**src/rtl/aimd_window_admission_controller_defines.svh**
```systemverilog
// Assertion macros for the AIMD admission controller.
// Included by every RTL file that carries concurrent assertions.
`ifndef AIMD_WINDOW_ADMISSION_CONTROLLER_DEFINES_SVH
`define AIMD_WINDOW_ADMISSION_CONTROLLER_DEFINES_SVH
`ifndef ASSERT_OFF
`define AIMD_ASSERT(lbl, clk, rst_n, prop, msg) \
    lbl: assert property (@(posedge clk) disable iff (!rst_n) prop) \
        else $error(msg);
`define AIMD_ASSERT_NEXT(lbl, clk, rst_n, ante, cons, msg) \
    lbl: assert property (@(posedge clk) disable iff (!rst_n) (ante) |=> (cons)) \
        else $error(msg);
`else
`define AIMD_ASSERT(lbl, clk, rst_n, prop, msg)
`define AIMD_ASSERT_NEXT(lbl, clk, rst_n, ante, cons, msg)
`endif
`endif

```
**src/rtl/aimd_pkg.sv**
```systemverilog
// Shared types, codes and helpers for the AIMD admission controller.
// No dependencies; imported by every module of the block.
package aimd_pkg;

    typedef logic [6:0]  t_win;
    typedef logic [15:0] t_cnt;
    typedef logic [63:0] t_time;

    localparam t_cnt  CntTop  = '1;
    localparam t_time TimeTop = '1;

    // Event kinds; codes 6 and 7 act as a metrics read
    typedef enum logic [2:0] {
        KIND_RESERVE    = 3'd0,
        KIND_CONFIRM    = 3'd1,
        KIND_CANCEL     = 3'd2,
        KIND_COMPLETION = 3'd3,
        KIND_METRICS    = 3'd4,
        KIND_INIT       = 3'd5
    } t_kind;

    typedef enum logic [1:0] {
        CFG_INITIAL_WINDOW    = 2'd0,
        CFG_WINDOW_LIMIT      = 2'd1,
        CFG_DECREASE_COOLDOWN = 2'd2
    } t_cfg_idx;

    typedef struct packed {
        t_win  initial_window;
        t_win  window_limit;
        t_time decrease_cooldown;
    } t_cfg;

    // Controller state seen by the integrator, plus the accepted-init strobe
    typedef struct packed {
        t_win window;
        t_cnt outstanding;
        logic init_ok;
    } t_ctrl_view;

    typedef struct packed {
        logic granted;
        logic status;
        t_win window;
        t_cnt outstanding;
        t_cnt peak;
    } t_ctrl_res;

    typedef struct packed {
        t_time window_sum;
        t_time inflight_sum;
        t_time observed;
    } t_sums;

    function automatic t_time sat_add64(input t_time a, input t_time b);
        logic [64:0] s;
        s = {1'b0, a} + {1'b0, b};
        return s[64] ? TimeTop : s[63:0];
    endfunction

endpackage

```
**src/rtl/aimd_integ.sv**
```systemverilog
// Time integrals of window and in-flight count, saturating at 2^64-1.
// Depends on aimd_pkg; state comes from aimd_ctrl through t_ctrl_view.
`include "aimd_window_admission_controller_defines.svh"
module aimd_integ (
    input  logic                i_clk,
    input  logic                i_rst_n,
    input  logic                i_step,
    input  aimd_pkg::t_time     i_now,
    input  aimd_pkg::t_ctrl_view i_view,
    output aimd_pkg::t_sums     o_next
);
    import aimd_pkg::*;

    t_time       r_last_time;
    t_sums       r_sums;
    t_sums       n_sums;
    t_time       w_delta;
    logic        w_forward;
    logic [70:0] w_win_prod;
    logic [79:0] w_inf_prod;
    t_time       w_win_term;
    t_time       w_inf_term;

    always_comb begin
        w_forward  = (i_now >= r_last_time);
        w_delta    = i_now - r_last_time;
        w_win_prod = {64'd0, i_view.window} * {7'd0, w_delta};
        w_inf_prod = {64'd0, i_view.outstanding} * {16'd0, w_delta};
        w_win_term = (|w_win_prod[70:64]) ? TimeTop : w_win_prod[63:0];
        w_inf_term = (|w_inf_prod[79:64]) ? TimeTop : w_inf_prod[63:0];

        n_sums = r_sums;
        // a timestamp that goes backwards only moves the reference time
        if (w_forward) begin
            n_sums.window_sum   = sat_add64(r_sums.window_sum, w_win_term);
            n_sums.inflight_sum = sat_add64(r_sums.inflight_sum, w_inf_term);
            n_sums.observed     = sat_add64(r_sums.observed, w_delta);
        end
        if (i_view.init_ok) begin
            n_sums = '0;
        end
    end

    assign o_next = n_sums;

    always_ff @(posedge i_clk) begin
        if (!i_rst_n) begin
            r_last_time <= '0;
            r_sums      <= '0;
        end else if (i_step) begin
            // both the normal and the backwards case end at the event time
            r_last_time <= i_now;
            r_sums      <= n_sums;
        end
    end

    `AIMD_ASSERT_NEXT(a_init_clears, i_clk, i_rst_n, i_step && i_view.init_ok,
        r_sums == '0, "accepted init did not clear the integrals")

endmodule

```
**config.mk**
```make
export PLATFORM = sky130hd
export DESIGN_NAME = aimd_integ
export DESIGN_NICKNAME = d
export VERILOG_FILES = /design/src/rtl/aimd_pkg.sv /design/src/rtl/aimd_integ.sv
export VERILOG_INCLUDE_DIRS = /design/src /design/src/rtl
export SDC_FILE = /design/constraint.sdc
export NUM_CORES = 2
export LEC_CHECK = 0
export BUFFER_PORTS_ARGS = -buffer_cell sky130_fd_sc_hd__buf_4
export CAP_MARGIN = 10
export CORE_ASPECT_RATIO = 1.5
export CORE_MARGIN = 2
export CORE_UTILIZATION = 38
export CTS_CLUSTER_DIAMETER = 200
export DETAILED_ROUTE_END_ITERATION = 10
export GPL_ROUTABILITY_DRIVEN = 0
export PLACE_DENSITY = 0.54
export SLEW_MARGIN = 30
export SYNTH_ARGS = -nofsm -noshare
export SYNTH_HDL_FRONTEND = slang
export SYNTH_SLANG_ARGS = --single-unit
```
**constraint.sdc**
```tcl
create_clock -name i_clk -period 36.3 [get_ports i_clk]
set_input_delay 10.89 -clock i_clk [delete_from_list [all_inputs] [get_ports i_clk]]
set_output_delay 10.89 -clock i_clk [all_outputs]
set_load 0.01 [all_outputs]
```
==> summary.md <==
| Metric | Value |
|---|---|
| Status | `finished, final reports clean` |
| Synth Cell Area | `~0.073 sq mm` |
| Initial antenna violation count | `17` |
| Slew margin rel. | `0.2986` |
| Fillers | `a little under 20000` |
| Largest net degree at the start of global routing | `between 80 and 90` |
| Ys flop type | `dfxtp_1` |
| Final setup skew | `between 0.02 and 0.025 ns` |
| Placed cell area | `roughly 0.08 sq mm` |
| Endpoint type of the worst setup path | `output port` |
| Min-delay src | `r_sums[60]` |
| Net count after synthesis | `~11000` |
| CP max-delay cell | `fa_1` |
| Ys Warns | `0` |
| CTS Buffer Depth | `3` |
| Via density | `5.659` |
| Wire per inst | `about 23 um` |
| Clock-pin slew on the worst setup and hold paths | `0.05 ns` |
| Number of synthesized flops with an enable pin | `0` |
| Layout cells sized above 1 | `0.09978` |
| Max Freq | `between 20 and 30 MHz` |
| Max cap viols | `0` |
| Yosys top cell area share | `0.3218` |
| Largest fanout on the critical path | `33` |
| Final worst slack | `between 0.7 and 0.8 ns` |
| DR vias | `between 60000 and 70000` |
| Worst reg2reg startpoint | `r_last_time[6]` |
| Die Height | `around 540 um` |
| GR Overflow Total | `0` |
| Async S/R FF share, synth | `0` |
| Total track usage | `0.2788` |
| Slew Limit Fails | `0` |
| Max incr delay on CP | `0.56 ns` |
| Dominant cell type by area after synthesis | `fa_1` |
| Most frequent cell on the critical path | `fa_1` |
| Dpl hpwl | `about 220 mm` |
| Later-pin clock latency in the skew report | `between 0.6 and 0.7 ns` |
| Row cnt | `197` |
| Final instance area | `just over 0.08 sq mm` |
| DRT Wirelength | `roughly 280 mm` |
| Final Hold Viols | `0` |
| Initial DRC count | `slightly below 5000` |
| Crit path time final | `~36 ns` |
| Core area | `around 0.19 sq mm` |
| Number of distinct library cells after synthesis | `95` |
| CTS root buffer | `clkbuf_16` |
| Crit Path Class | `input pin to output port` |
| Area contributors post-synth | `fa_1 32%, ha_1 8.6%, nand2_1 7.7%, dfxtp_1 7.0%, inv_1 6.3%` |
| Hold Crit Class | `flop to flop` |
| Sequential area share after synthesis | `0.06988` |
| Worst EP required | `25.41 ns` |
| Io pins | `between 200 and 300` |
| Setup-failing EPs final | `0` |
| TritonCTS clock tree | `built` |
| Clock sinks | `256` |
| Worst slack, placed | `-0.07755 ns` |
| Nets | `~11000` |
| Flops & latches, synth | `~260` |
| Most frequent cells in the layout | `1508 x nand2_1, 1231 x inv_1, 1179 x fa_1` |
| Cts bufs inserted | `36` |
| Crit path arrival time | `about 25 ns` |
| DRC violations left | `0` |
| First-pass GRT wire length | `about 420 mm` |
| Initial Util | `0.3820` |
| Port bufs | `~280` |
| Die Wd | `around 360 um` |
| Worst Setup SP | `i_now[0]` |
| Die area | `0.1966 sq mm` |
| Actual slew at the worst max-slew pin | `about 1.1 ns` |
| Synth Instances | `around 9000` |
| Layout area overhead | `11.02%` |
| Syn Area/Cell | `7.911 sq um` |
| Commonest non-fill, non-tap cell in the layout | `nand2_1` |
| RSZ-0062 raised after global routing | `no` |
| Period utilisation layout | `0.9799` |
| Vias in the first global route | `70710` |
| DRT antenna net count | `0` |
| Drt first pass iters | `8` |
| Element type at the critical path start | `input pin` |
| Setup TNS | `0 ns` |
| H-tree levels | `2` |
| Worst-case hold slack | `between 0.4 and 0.5 ns` |
[worst max-delay path, delay by kind of cell]
family | cells | cell delay [ns]
buf+inv | 12 | 1.37
mux | 1 | 0.32
simple gates | 15 | 3.24
compound gates | 14 | 3.67
fa+ha+maj | 11 | 4.88
xor+xnor | 1 | 0.25
[state kept, by name, indices dropped and copies added, names as in the netlist]
name and count:
r_sums 192, r_last_time 64
[area by class of cell]
cell class	count	area, sq um	area share
diodes	3	7.507	0.00009220
clock buffers	48	965.9	0.01186
clock inverters	9	96.34	0.001183
inverters	1233	4628	0.05684
multi-input cells	7199	62040	0.7619
flip-flops and latches	256	5125	0.06294
well taps	2487	3112	0.03822
repair buffers	706	5453	0.06697
[cells in the mapped netlist, drive strengths merged (23+ instances only)]
cell type and count:
a31oi 46, o31ai 29, inv 1232, nor2b 180
and4 23, buf 80, a211oi 170, o21a 63
ha 503, fa 1179, dfxtp 256, mux2i 127
nand2b 73, o21bai 74, o21ai 368, and2 465
nor2 464, o221a 37, a21o 188, o211ai 35
nand2 1509, nor3 114, xor2 154, clkbuf 503
xnor2 202, and3 60, a22o 73, nor4 25
nand4 134, a21oi 557, nand3 96
[final timing paths]
path	end	slack [ns]	depth (start not counted)
setup / recovery	o_next[101]	0.73	54
hold / removal	r_sums[60]	0.48	2
hold reg to reg	r_sums[60]	0.48	2
setup reg to reg	r_sums[125]	21.73	50
[through the flow]
stage | utilization | cells
after floorplan | - | 9271
after global placement | 0.4167 | 11870
after detailed placement | 0.4172 | 11870
after CTS | 0.4229 | 11930
after global routing | 0.4240 | 11940
final | 0.4241 | 11940
[cell families (layout without fill, tap and decap cells)]
group	Yosys count	after routing	synth area share
AO/OA/AOI/OAI	1823	1823	0.1626
XOR/XNOR	356	356	0.04262
adder cells (fa/ha/maj)	1682	1682	0.4076
flip-flops	256	256	0.06988
buffers and inverters	1816	1996	0.09453
other	0	3	0
AND/OR/NAND/NOR	3201	3201	0.2039
multiplexers	137	137	0.01887
[layer usage]
layer	global-route usage	wire, um	share of wire	up-vias
met1	0.3200	104800	0.38	34050
met3	0.03585	16420	0.059	685
met2	0.4961	137800	0.49	2444
met5	0	77	0.00028	-
li1	-	-	-	30390
met4	0.1595	19200	0.069	10
[what timing repair did]
item,in CTS,in global routing
pin swaps,0,3
resized for setup,3,31
endpoints found under the setup margin,4,64
hold buffers,0,0
setup buffers,0,7
gates cloned,0,1
Power is left out: the tool's default activity adds up to more than one toggle a clock period on the data nets, which glitch-free logic cannot reach.
