--- src/rtl/aimd_window_admission_controller_defines.svh ---
// Assertion macros for the AIMD admission controller.
// Included by every RTL file that carries concurrent assertions.
`ifndef AIMD_WINDOW_ADMISSION_CONTROLLER_DEFINES_SVH
`define AIMD_WINDOW_ADMISSION_CONTROLLER_DEFINES_SVH
`ifndef ASSERT_OFF
`define AIMD_ASSERT(lbl, clk, rst_n, prop, msg) \
    lbl: assert property (@(posedge clk) disable iff (!rst_n) prop) \
        else $error(msg);
`define AIMD_ASSERT_NEXT(lbl, clk, rst_n, ante, cons, msg) \
    lbl: assert property (@(posedge clk) disable iff (!rst_n) (ante) |=> (cons)) \
        else $error(msg);
`else
`define AIMD_ASSERT(lbl, clk, rst_n, prop, msg)
`define AIMD_ASSERT_NEXT(lbl, clk, rst_n, ante, cons, msg)
`endif
`endif

--- src/rtl/aimd_pkg.sv ---
// Shared types, codes and helpers for the AIMD admission controller.
// No dependencies; imported by every module of the block.
package aimd_pkg;

    typedef logic [6:0]  t_win;
    typedef logic [15:0] t_cnt;
    typedef logic [63:0] t_time;

    localparam t_cnt  CntTop  = '1;
    localparam t_time TimeTop = '1;

    // Event kinds; codes 6 and 7 act as a metrics read
    typedef enum logic [2:0] {
        KIND_RESERVE    = 3'd0,
        KIND_CONFIRM    = 3'd1,
        KIND_CANCEL     = 3'd2,
        KIND_COMPLETION = 3'd3,
        KIND_METRICS    = 3'd4,
        KIND_INIT       = 3'd5
    } t_kind;

    typedef enum logic [1:0] {
        CFG_INITIAL_WINDOW    = 2'd0,
        CFG_WINDOW_LIMIT      = 2'd1,
        CFG_DECREASE_COOLDOWN = 2'd2
    } t_cfg_idx;

    typedef struct packed {
        t_win  initial_window;
        t_win  window_limit;
        t_time decrease_cooldown;
    } t_cfg;

    // Controller state seen by the integrator, plus the accepted-init strobe
    typedef struct packed {
        t_win window;
        t_cnt outstanding;
        logic init_ok;
    } t_ctrl_view;

    typedef struct packed {
        logic granted;
        logic status;
        t_win window;
        t_cnt outstanding;
        t_cnt peak;
    } t_ctrl_res;

    typedef struct packed {
        t_time window_sum;
        t_time inflight_sum;
        t_time observed;
    } t_sums;

    function automatic t_time sat_add64(input t_time a, input t_time b);
        logic [64:0] s;
        s = {1'b0, a} + {1'b0, b};
        return s[64] ? TimeTop : s[63:0];
    endfunction

endpackage

--- src/rtl/aimd_ctrl.sv ---
// AIMD window, reservation and in-flight counters, event decode.
// Depends on aimd_pkg.
`include "aimd_window_admission_controller_defines.svh"
module aimd_ctrl #(
    parameter int unsigned MAX_WINDOW = 64
) (
    input  logic                 i_clk,
    input  logic                 i_rst_n,
    input  logic                 i_step,
    input  logic [2:0]           i_kind,
    input  aimd_pkg::t_time      i_now,
    input  aimd_pkg::t_cfg       i_cfg,
    output aimd_pkg::t_ctrl_view o_view,
    output aimd_pkg::t_ctrl_res  o_res
);
    import aimd_pkg::*;

    // the window field is 7 bits, so a larger ceiling never binds
    localparam t_win MaxWin = (MAX_WINDOW > 127) ? 7'd127 : 7'(MAX_WINDOW);

    t_win  r_window, n_window;
    t_cnt  r_out, n_out;
    t_cnt  r_res, n_res;
    t_cnt  r_ack, n_ack;
    t_cnt  r_peak, n_peak;
    t_time r_last_halve, n_last_halve;
    t_win  r_lim, n_lim;
    t_time r_cool, n_cool;

    logic  w_granted;
    logic  w_status;
    logic  w_init_ok;
    t_win  w_eff_lim;
    t_cnt  w_ack_inc;
    t_win  w_half;

    always_comb begin
        w_eff_lim = (i_cfg.window_limit < MaxWin) ? i_cfg.window_limit : MaxWin;
        w_ack_inc = (r_ack != CntTop) ? r_ack + 16'd1 : r_ack;
        w_half    = (r_window[6:1] == 6'd0) ? 7'd1 : {1'b0, r_window[6:1]};

        n_window     = r_window;
        n_out        = r_out;
        n_res        = r_res;
        n_ack        = r_ack;
        n_peak       = r_peak;
        n_last_halve = r_last_halve;
        n_lim        = r_lim;
        n_cool       = r_cool;
        w_granted    = 1'b0;
        w_status     = 1'b0;
        w_init_ok    = 1'b0;

        case (i_kind)
            KIND_RESERVE: begin
                if ({1'b0, r_out} + {1'b0, r_res} < {10'd0, r_window}) begin
                    if (r_res != CntTop) n_res = r_res + 16'd1;
                    w_granted = 1'b1;
                end
            end
            KIND_CONFIRM: begin
                if (r_res != '0) n_res = r_res - 16'd1;
                if (r_out != CntTop) n_out = r_out + 16'd1;
                if (n_out > r_peak) n_peak = n_out;
            end
            KIND_CANCEL: begin
                if (r_res != '0) n_res = r_res - 16'd1;
                // elapsed since last halving wraps modulo 2^64
                if (i_now - r_last_halve >= r_cool) begin
                    n_window     = w_half;
                    n_ack        = '0;
                    n_last_halve = i_now;
                end
            end
            KIND_COMPLETION: begin
                if (r_out != '0) n_out = r_out - 16'd1;
                n_ack = w_ack_inc;
                if (w_ack_inc >= {9'd0, r_window}) begin
                    if (r_window < r_lim) n_window = r_window + 7'd1;
                    n_ack = '0;
                end
            end
            KIND_INIT: begin
                if (i_cfg.initial_window == '0 || i_cfg.initial_window > w_eff_lim) begin
                    w_status = 1'b1;
                end else begin
                    w_init_ok    = 1'b1;
                    n_window     = i_cfg.initial_window;
                    n_lim        = w_eff_lim;
                    n_cool       = i_cfg.decrease_cooldown;
                    n_out        = '0;
                    n_res        = '0;
                    n_ack        = '0;
                    n_peak       = '0;
                    n_last_halve = '0;
                end
            end
            default: begin
            end
        endcase
    end

    assign o_view = '{window: r_window, outstanding: r_out, init_ok: w_init_ok};
    assign o_res  = '{granted: w_granted, status: w_status, window: n_window,
                      outstanding: n_out, peak: n_peak};

    always_ff @(posedge i_clk) begin
        if (!i_rst_n) begin
            r_window     <= 7'd1;
            r_out        <= '0;
            r_res        <= '0;
            r_ack        <= '0;
            r_peak       <= '0;
            r_last_halve <= '0;
            r_lim        <= 7'd64;
            r_cool       <= '0;
        end else if (i_step) begin
            r_window     <= n_window;
            r_out        <= n_out;
            r_res        <= n_res;
            r_ack        <= n_ack;
            r_peak       <= n_peak;
            r_last_halve <= n_last_halve;
            r_lim        <= n_lim;
            r_cool       <= n_cool;
        end
    end

    `AIMD_ASSERT(a_window_nonzero, i_clk, i_rst_n, r_window != '0,
        "window dropped to zero")
    `AIMD_ASSERT(a_window_capped, i_clk, i_rst_n, r_window <= r_lim,
        "window above latched limit")
    `AIMD_ASSERT_NEXT(a_additive_step, i_clk, i_rst_n,
        i_step && i_kind == KIND_COMPLETION,
        r_window == $past(r_window) || r_window == $past(r_window) + 7'd1,
        "completion moved window by more than one")

endmodule
--- config.mk ---
export PLATFORM = sky130hd
export DESIGN_NAME = aimd_ctrl
export DESIGN_NICKNAME = d
export VERILOG_FILES = /design/src/rtl/aimd_pkg.sv /design/src/rtl/aimd_ctrl.sv
export VERILOG_INCLUDE_DIRS = /design/src /design/src/rtl
export SDC_FILE = /design/constraint.sdc
export NUM_CORES = 1
export LEC_CHECK = 0
export BUFFER_PORTS_ARGS = -buffer_cell sky130_fd_sc_hd__buf_2
export CAP_MARGIN = 5
export CORE_MARGIN = 4
export CORE_UTILIZATION = 60
export CTS_CLUSTER_DIAMETER = 50
export DETAILED_ROUTE_END_ITERATION = 10
export PLACE_DENSITY = 0.81
export SLEW_MARGIN = 20
export SYNTH_ARGS = -nofsm -noshare
export SYNTH_HDL_FRONTEND = slang
export SYNTH_SLANG_ARGS = --single-unit
--- constraint.sdc ---
create_clock -name i_clk -period 6.1 [get_ports i_clk]
set_input_delay 0.305 -clock i_clk [delete_from_list [all_inputs] [get_ports i_clk]]
set_output_delay 0.305 -clock i_clk [all_outputs]
set_load 0.01 [all_outputs]
==> impl_metrics.json, run 1 <==
{
  "critPathRequiredTime_ns": 5.79,
  "fin_skew_ns": 0.0114,
  "path_delay_family": "compound AO/OA/AOI/OAI gates",
  "drc_errors": 0,
  "cp-end-kind": "output port",
  "dp_hpwl_um": 41000,
  "r2r_slack_ns": 0.46,
  "leakage_nw": 8.85,
  "drt_iter0_markers": 1691,
  "timing.rr.start": "r_last_halve[20]$_SDFFE_PN0P_",
  "tightest_slew_ns": 1.08,
  "final_cell_mix": "318 x nand2_1, 210 x a21oi_1, 209 x inv_1, 209 x buf_2, 201 x dfxtp_1",
  "max_stage_delay_ns": 0.53,
  "ys_seq_area_share_pct": 23.0,
  "slowest_stage": "dlygate4sd3_1",
  "syn_nets": 2763,
  "globalplace.congestion": 0.991,
  "drt-pass1-iter-count": 8,
  "fmax_mhz": 164,
  "critical_path.max_fanout": 3,
  "hold_end": "r_cool[47]$_SDFFE_PN0P_",
  "yosys_warnings": 0,
  "crit_chain": "dlygate4sd3_1, buf_2, ha_1, nand2_2, or3_4, or4_1, o32a_1, a21o_1, buf_4, o21a_2, o21ba_2, o21ai_2, xnor2_1, ha_2, a21o_1, a21o_1, a2111oi_4, o21ai_2, a211oi_2, nand2_1, o211ai_1, o211ai_1, a21o_1, buf_2",
  "syn-cell-area_um2": 17900,
  "grt-ovfl-total": 0,
  "grt_pass1_wl_um": 91200,
  "cts_tree": "built",
  "holdPathStages": 3,
  "ys_types": 84,
  "synth.ff_latch_count": 206,
  "cts_root_buf": "clkbuf_16",
  "critPathArrivalTime_ns": 5.81,
  "yosys_most_used_dff": "dfxtp_1",
  "clkSinkCount": 206,
  "track_usage_pct": 32.8,
  "setup_viol": 1,
  "ir_drop_mv": 0.291,
  "crit_type": "in -> out",
  "regArea_um2": 4130,
  "pwr_density_cell_nw_per_um2": 214,
  "pre_cts_slack_ns": -0.0447,
  "clockBufferDepth": 3,
  "cts_buffers": 29,
  "numPortBuffers": 212,
  "fin_crit_sh_pct": 100,
  "fp-row-count": 62,
  "grt_pass1_vias": 18300,
  "n_antenna_cell": 0,
  "ios": 213,
  "vias": 19000,
  "fp.dieH_um": 181,
  "grt_antenna_before_repair": 0,
  "clkLatencyLatePin_ns": 0.57,
  "outcome": "finished with violations",
  "crit_path_start": "i_now[21]",
  "hold_ws_ns": 0.00641,
  "setup_ws_ns": -0.0147,
  "cap_violations": 0,
  "start_kind": "input port",
  "clkSlewWorstSetupHoldPaths_ns": 0.06,
  "syn_avg_cell_area_um2": 7.44,
  "timing.slew.headroom_pct": 27.8,
  "nets": 3000,
  "synth_async_sr_flop_share_pct": 0,
  "finalPower_mw": 4.58,
  "start_util_pct": 61.6,
  "reg2reg_to": "r_ack[0]$_SDFFE_PN0P_",
  "layout-drive-gt1-share_pct": 15.9,
  "hp-class": "in -> reg",
  "postRouteAntennaNets": 0,
  "hold_viol": 0,
  "slew_viol_final": 0,
  "grt_start_max_net_pins": 94,
  "violations": "setup timing",
  "wl_per_cell_um": 18.8,
  "n_fill_cell": 2254,
  "syn-instance-count": 2408,
  "multi_input_area_um2": 12800,
  "dieArea_um2": 32700,
  "die_w_um": 181,
  "htree_num_levels": 1,
  "vias_per_cell": 6.23,
  "min-delay-start": "i_cfg[47]",
  "wirelength_um": 57400,
  "rsz0062_at_grt": "yes",
  "syn_to_final_growth_pct": 19.5,
  "layout_commonest_cell": "nand2_1",
  "place_inst": 2914,
  "synth-edff-count": 0,
  "path_buf_inv": 4,
  "final_cells": 3052,
  "r2r_cells": 22,
  "critPathMostFrequentCell": "a21o_1",
  "min_period_ns": 6.11,
  "core_area_um2": 29100
}
==> repair_timing <==
action / in CTS / in global routing
buffers inserted: 8 / 8
setup endpoints to repair: 7 / 23
endpoints found under the hold margin: 68 / 0
pin swaps: 18 / 23
hold buffers: 68 / 0
gates resized for setup: 27 / 52
==> registers in the layout (all words and copies together) (netlist names) <==
name / count
r_ack: 16
r_window: 7
r_peak: 16
r_lim: 7
r_res: 16
r_last_halve: 64
r_cool: 64
r_out: 16
==> cells by family (layout without fill, tap and decap cells) <==
logic type	Yosys count	in the layout	share of synthesized area [%]
AO/OA/AOI/OAI	633	633	22.8
XOR/XNOR	94	94	4.60
buffers and inverters	342	602	7.68
multiplexers	95	95	5.39
AND/OR/NAND/NOR	831	831	22.0
flip-flops	206	206	23.0
adder cells (fa/ha/maj)	207	207	14.6
==> cells in the mapped netlist (10+ instances only) <==
master	instances	share of area, %
xor2_1	30	1.5
a211oi_1	22	0.92
dfxtp_1	206	23
o211ai_1	20	0.84
nand2b_1	27	0.94
nor3_1	42	1.2
o21ai_0	114	3.2
nor2b_1	23	0.80
nand2_1	322	6.7
a31oi_1	24	0.84
o21a_1	17	0.71
o21bai_1	18	0.75
or3_1	12	0.42
and3_1	20	0.70
xnor2_1	64	3.1
mux2i_1	84	4.7
mux2_2	11	0.69
a211o_1	11	0.54
or2_2	11	0.38
clkbuf_1	104	2.2
nand4_1	49	1.7
nor2_1	121	2.5
a22o_1	16	0.78
a21o_1	77	3.2
o31ai_1	12	0.50
buf_4	10	0.42
ha_1	204	14
nand3_1	136	3.8
and2_1	13	0.45
a21oi_1	216	6.0
nor4_1	18	0.63
inv_1	211	4.4
==> power breakdown <==
part	internal, mW	switching (mW)
Combinational	0.564	0.772
Clock	1.10	0.727
Sequential	1.38	0.0410
Total	3.04	1.54
==> layout make-up <==
type                       count  area share [%]
clock buffer                  33            3.55
clock inverter                21            1.34
inverter                     214            3.76
multi-input combinational   1860            59.6
sequential                   206            19.3
tap                          384            2.24
timing repair buffer         334            10.2
==> per-stage QoR <==
stage	instance area, µm²	util (%)	setup TNS (ns)
3_5_place_dp	19200	66.1	-0.0447
5_1_grt	21400	73.6	-0.622
4_1_cts	21200	72.7	0
2_1_floorplan	17900	-	0
3_3_place_gp	19200	66.1	0
6_report	21400	73.6	-0.0147
==> metal layers <==
| metal | global-route usage (%) | part of all wire [%] | vias up |
|---|---|---|---|
| met1 | 43.4 | 42 | 8926 |
| met3 | 4.77 | 8.1 | 150 |
| met2 | 55.0 | 46 | 911 |
| li1 | - | - | 9039 |
| met5 | 0 | 0 | - |
| met4 | 10.9 | 3.3 | 0 |
==> worst max-delay path by stage <==
stage	end	slack, ns	cells past startpoint
after floorplan	r_ack[2]$_SDFFE_PN0P_	0.68	20
after global placement	r_ack[0]$_SDFFE_PN0P_	0.18	26
after detailed placement	r_ack[0]$_SDFFE_PN0P_	-0.04	25
after CTS	o_res[32]	0.003	23
after global routing	o_res[34]	-0.19	24
final	o_res[34]	-0.01	24
==> worst reg2reg max path, stage by stage, from the launching register on <==
cell and delay (ns):
dfxtp_1 0.34, inv_1 0.05, ha_1 0.30, nand2_2 0.08, or3_4 0.39, or4_1 0.48, o32a_1 0.32, a21o_1 0.24
a2111oi_4 0.41, o2111ai_2 0.19, and4_1 0.23, or3_4 0.34, ha_4 0.27, nand4_1 0.14, o21ai_2 0.29, nor2_4 0.06
o2111ai_2 0.11, buf_4 0.18, buf_6 0.12, nand4b_1 0.25, buf_4 0.29, or3_1 0.35, a21oi_1 0.13
No activity file was read; power rests on OpenSTA's default activity.
==> run 2: changes to the inputs <==
--- a/config.mk
+++ b/config.mk
@@ -6,13 +6,14 @@
 export SDC_FILE = /design/constraint.sdc
 export NUM_CORES = 1
 export LEC_CHECK = 0
+export ABC_AREA = 1
 export BUFFER_PORTS_ARGS = -buffer_cell sky130_fd_sc_hd__buf_2
 export CAP_MARGIN = 5
 export CORE_MARGIN = 4
-export CORE_UTILIZATION = 60
+export CORE_UTILIZATION = 61
 export CTS_CLUSTER_DIAMETER = 50
 export DETAILED_ROUTE_END_ITERATION = 10
-export PLACE_DENSITY = 0.81
+export PLACE_DENSITY = 0.83
 export SLEW_MARGIN = 20
 export SYNTH_ARGS = -nofsm -noshare
 export SYNTH_HDL_FRONTEND = slang
==> constraint.sdc (replaced) <==
create_clock -name i_clk -period 6.1 [get_ports i_clk]
set_input_delay 1.22 -clock i_clk [delete_from_list [all_inputs] [get_ports i_clk]]
set_output_delay 1.22 -clock i_clk [all_outputs]
set_load 0.01 [all_outputs]
==> run 2 against run 1 <==
Effect of this change:
- the flow still finishes with violations (setup timing)
- final area increased by 4.2%
- clock power is 2% higher
- register-to-register slack improved by 0.70 ns
- clock skew is 0.0011 ns lower
- via count increased by 11%
- worst setup slack worse by 0.33 ns
- sequential power up 5%
- synthesized cell count rose by 19%
- count of clock-buffer cells in the layout unchanged
==> impl_metrics.json, run 2 <==
{
  "outcome": "finished with violations",
  "violations": "setup timing",
  "synth_area_leaders": "dfxtp_1 22%, ha_1 14%, a21oi_1 10%",
  "cts_root_buf": "clkbuf_16",
  "globalplace.congestion": 1.02,
  "fin_skew_ns": 0.0103,
  "critical_path.max_fanout": 7,
  "layout_commonest_cell": "nand2_1",
  "slowest_stage": "ha_1",
  "cp-end-kind": "output port",
  "synth_top_family_by_area": "simple AND/OR/NAND/NOR gates",
  "yosysMostFrequentCell": "nand2_1",
  "hold_buffers": 0,
  "drt_iter0_markers": 1873,
  "htree_num_levels": 1,
  "muxShareOfSynthArea_pct": 0,
  "layout-drive-gt1-share_pct": 18.2,
  "hold_viol": 0,
  "wirelength_um": 64600,
  "n_fill_cell": 2461,
  "cts_buffers": 29,
  "drt-pass1-iter-count": 6,
  "syn-cell-area_um2": 18600,
  "fp.dieH_um": 183,
  "yosys-top-cells-count": "467 x nand2_1, 454 x inv_1, 380 x a21oi_1",
  "ios": 213,
  "fin_crit_sh_pct": 106,
  "setup_viol": 7,
  "timing.slew.headroom_pct": 36.4,
  "tightest_slew_ns": 0.954,
  "nets": 3517,
  "grt_pass1_vias": 20400,
  "pre_cts_slack_ns": -0.494,
  "syn_nets": 3219,
  "grt-ovfl-total": 0,
  "syn-instance-count": 2864,
  "syn_avg_cell_area_um2": 6.51,
  "syn_to_final_growth_pct": 19.7,
  "leakage_nw": 10.4,
  "final_cell_mix": "448 x nand2_1, 445 x inv_1, 364 x a21oi_1",
  "grt_start_max_net_pins": 97,
  "drc_errors": 0,
  "yosys_most_used_dff": "dfxtp_1",
  "synth_top_cell_by_area": "dfxtp_1",
  "ys_types": 56,
  "critPathArrivalTime_ns": 5.23,
  "wl_per_cell_um": 18.1,
  "synth_compound_area_share_pct": 24.1,
  "synth-edff-count": 0,
  "clkSlewWorstSetupHoldPaths_ns": 0.06,
  "place_inst": 3505,
  "synth_async_sr_flop_share_pct": 0,
  "setup_ws_ns": -0.350,
  "synth.ff_latch_count": 206,
  "hp-class": "reg -> reg",
  "crit_type": "in -> out",
  "fmax_mhz": 155,
  "vias": 21000,
  "dieArea_um2": 33400,
  "postRouteAntennaNets": 0,
  "core_area_um2": 29900,
  "pwr_density_cell_nw_per_um2": 238,
  "clockBufferDepth": 3,
  "path_buf_inv": 8,
  "cap_violations": 0,
  "final_cells": 3575,
  "vias_per_cell": 5.89,
  "yosys_warnings": 0,
  "die_w_um": 183,
  "start_util_pct": 62.4,
  "ir_drop_mv": 0.287,
  "critPathRequiredTime_ns": 4.88,
  "grt_antenna_before_repair": 1,
  "start_kind": "input port",
  "cts_tree": "built",
  "path_delay_family": "simple AND/OR/NAND/NOR gates",
  "min_period_ns": 6.45,
  "clkLatencyLatePin_ns": 0.59,
  "slew_viol_final": 0,
  "fin_util_pct": 74.7,
  "ys_seq_area_share_pct": 22.1,
  "synth_top_area_share_pct": 22.1,
  "track_usage_pct": 36.7,
  "grt_pass1_wl_um": 102000,
  "top_regs": "r_cool x64, r_last_halve x64",
  "rsz0062_at_grt": "yes",
  "finalPower_mw": 5.31,
  "fp-row-count": 63,
  "numPortBuffers": 212,
  "max_stage_delay_ns": 0.32,
  "dp_hpwl_um": 49300,
  "synth_fa_ha_area_share_pct": 14.0,
  "synth-simple-area-share_pct": 24.1,
  "clkSinkCount": 206,
  "synth_xor_area_share_pct": 3.76
}
run 2: cell types whose count changed after synthesis, moves of 23 or more:
cell,before,now
nand2b_1,27,1
a21o_1,77,10
a211oi_2,0,28
o21ai_0,114,220
a21oi_1,216,380
mux2i_1,84,0
inv_1,211,454
clkbuf_1,104,50
xor2_1,30,61
xnor2_1,64,19
nor2_1,121,256
nor2b_1,23,0
nand2_1,322,467
run 2: cells by family (layout without fill, tap and decap cells):
kind of cell	count (synthesis)	in the layout
compound gates	786	786
simple gates	1023	1023
fa+ha+maj	207	207
other cells	0	1
flops	206	206
xor+xnor	80	80
buf+inv	562	882
run 2: power by group:
group	internal [mW]	leakage, nW	switching (mW)
combinational	0.778	8.18	1.18
clock	1.16	0.509	0.702
sequential	1.42	1.68	0.0692
run 2: worst reg2reg max path: cells and delay by family, from the launching register on:
| family | cells | cell delay (ns) |
|---|---|---|
| compound gates | 8 | 1.62 |
| simple gates | 11 | 1.07 |
| fa+ha+maj | 2 | 0.59 |
| flops | 1 | 0.33 |
| buf+inv | 6 | 1.07 |
| xor+xnor | 1 | 0.15 |
run 2: area by class of cell:
type                       instances  area (µm²)  share of cell area (%)
multi-input combinational       2096       12600                    56.5
sequential                       206        4130                    18.5
timing repair buffer             358        2240                    10.1
inverter                         471        1780                    7.97
clock buffer                      33         761                    3.41
tap                              390         488                    2.19
clock inverter                    20         300                    1.35
antenna                            1        2.50                  0.0112
run 2: routing by layer:
layer	GRT usage, %	up-vias	wire length (µm)
met1	43.7	9667	25400
li1	-	10200	-
met4	18.0	0	3660
met5	0	-	0
met3	5.00	227	4560
met2	64.9	958	31000
run 2: stage by stage:
step / instance area, µm² / hold WS, ns / TNS [ns]
2_1_floorplan: 18600 / 0.430 / 0
3_3_place_gp: 20800 / 0.440 / -1.89
3_5_place_dp: 20800 / 0.448 / -2.97
4_1_cts: 22100 / 0.456 / -1.40
5_1_grt: 22300 / 0.488 / -3.24
6_report: 22300 / 0.459 / -2.22
run 2: what timing repair did:
action / 4_1_cts / 5_1_grt
buffers inserted: 8 / 8
gates resized for setup: 47 / 51
setup endpoints to repair: 7 / 22
pin swaps: 38 / 42
run 2: path summary, 6_finish.rpt:
check / slack (ns) / endpoint / startpoint / depth (start not counted)
hold / removal: 0.46 / r_lim[4]$_SDFFE_PN0P_ / r_lim[4]$_SDFFE_PN0P_ / 2
setup / recovery: -0.35 / o_res[37] / i_now[10] / 25
hold reg to reg: 0.46 / r_lim[4]$_SDFFE_PN0P_ / r_lim[4]$_SDFFE_PN0P_ / 2
setup reg to reg: 1.16 / r_last_halve[7]$_SDFFE_PN0P_ / r_last_halve[1]$_SDFFE_PN0P_ / 28
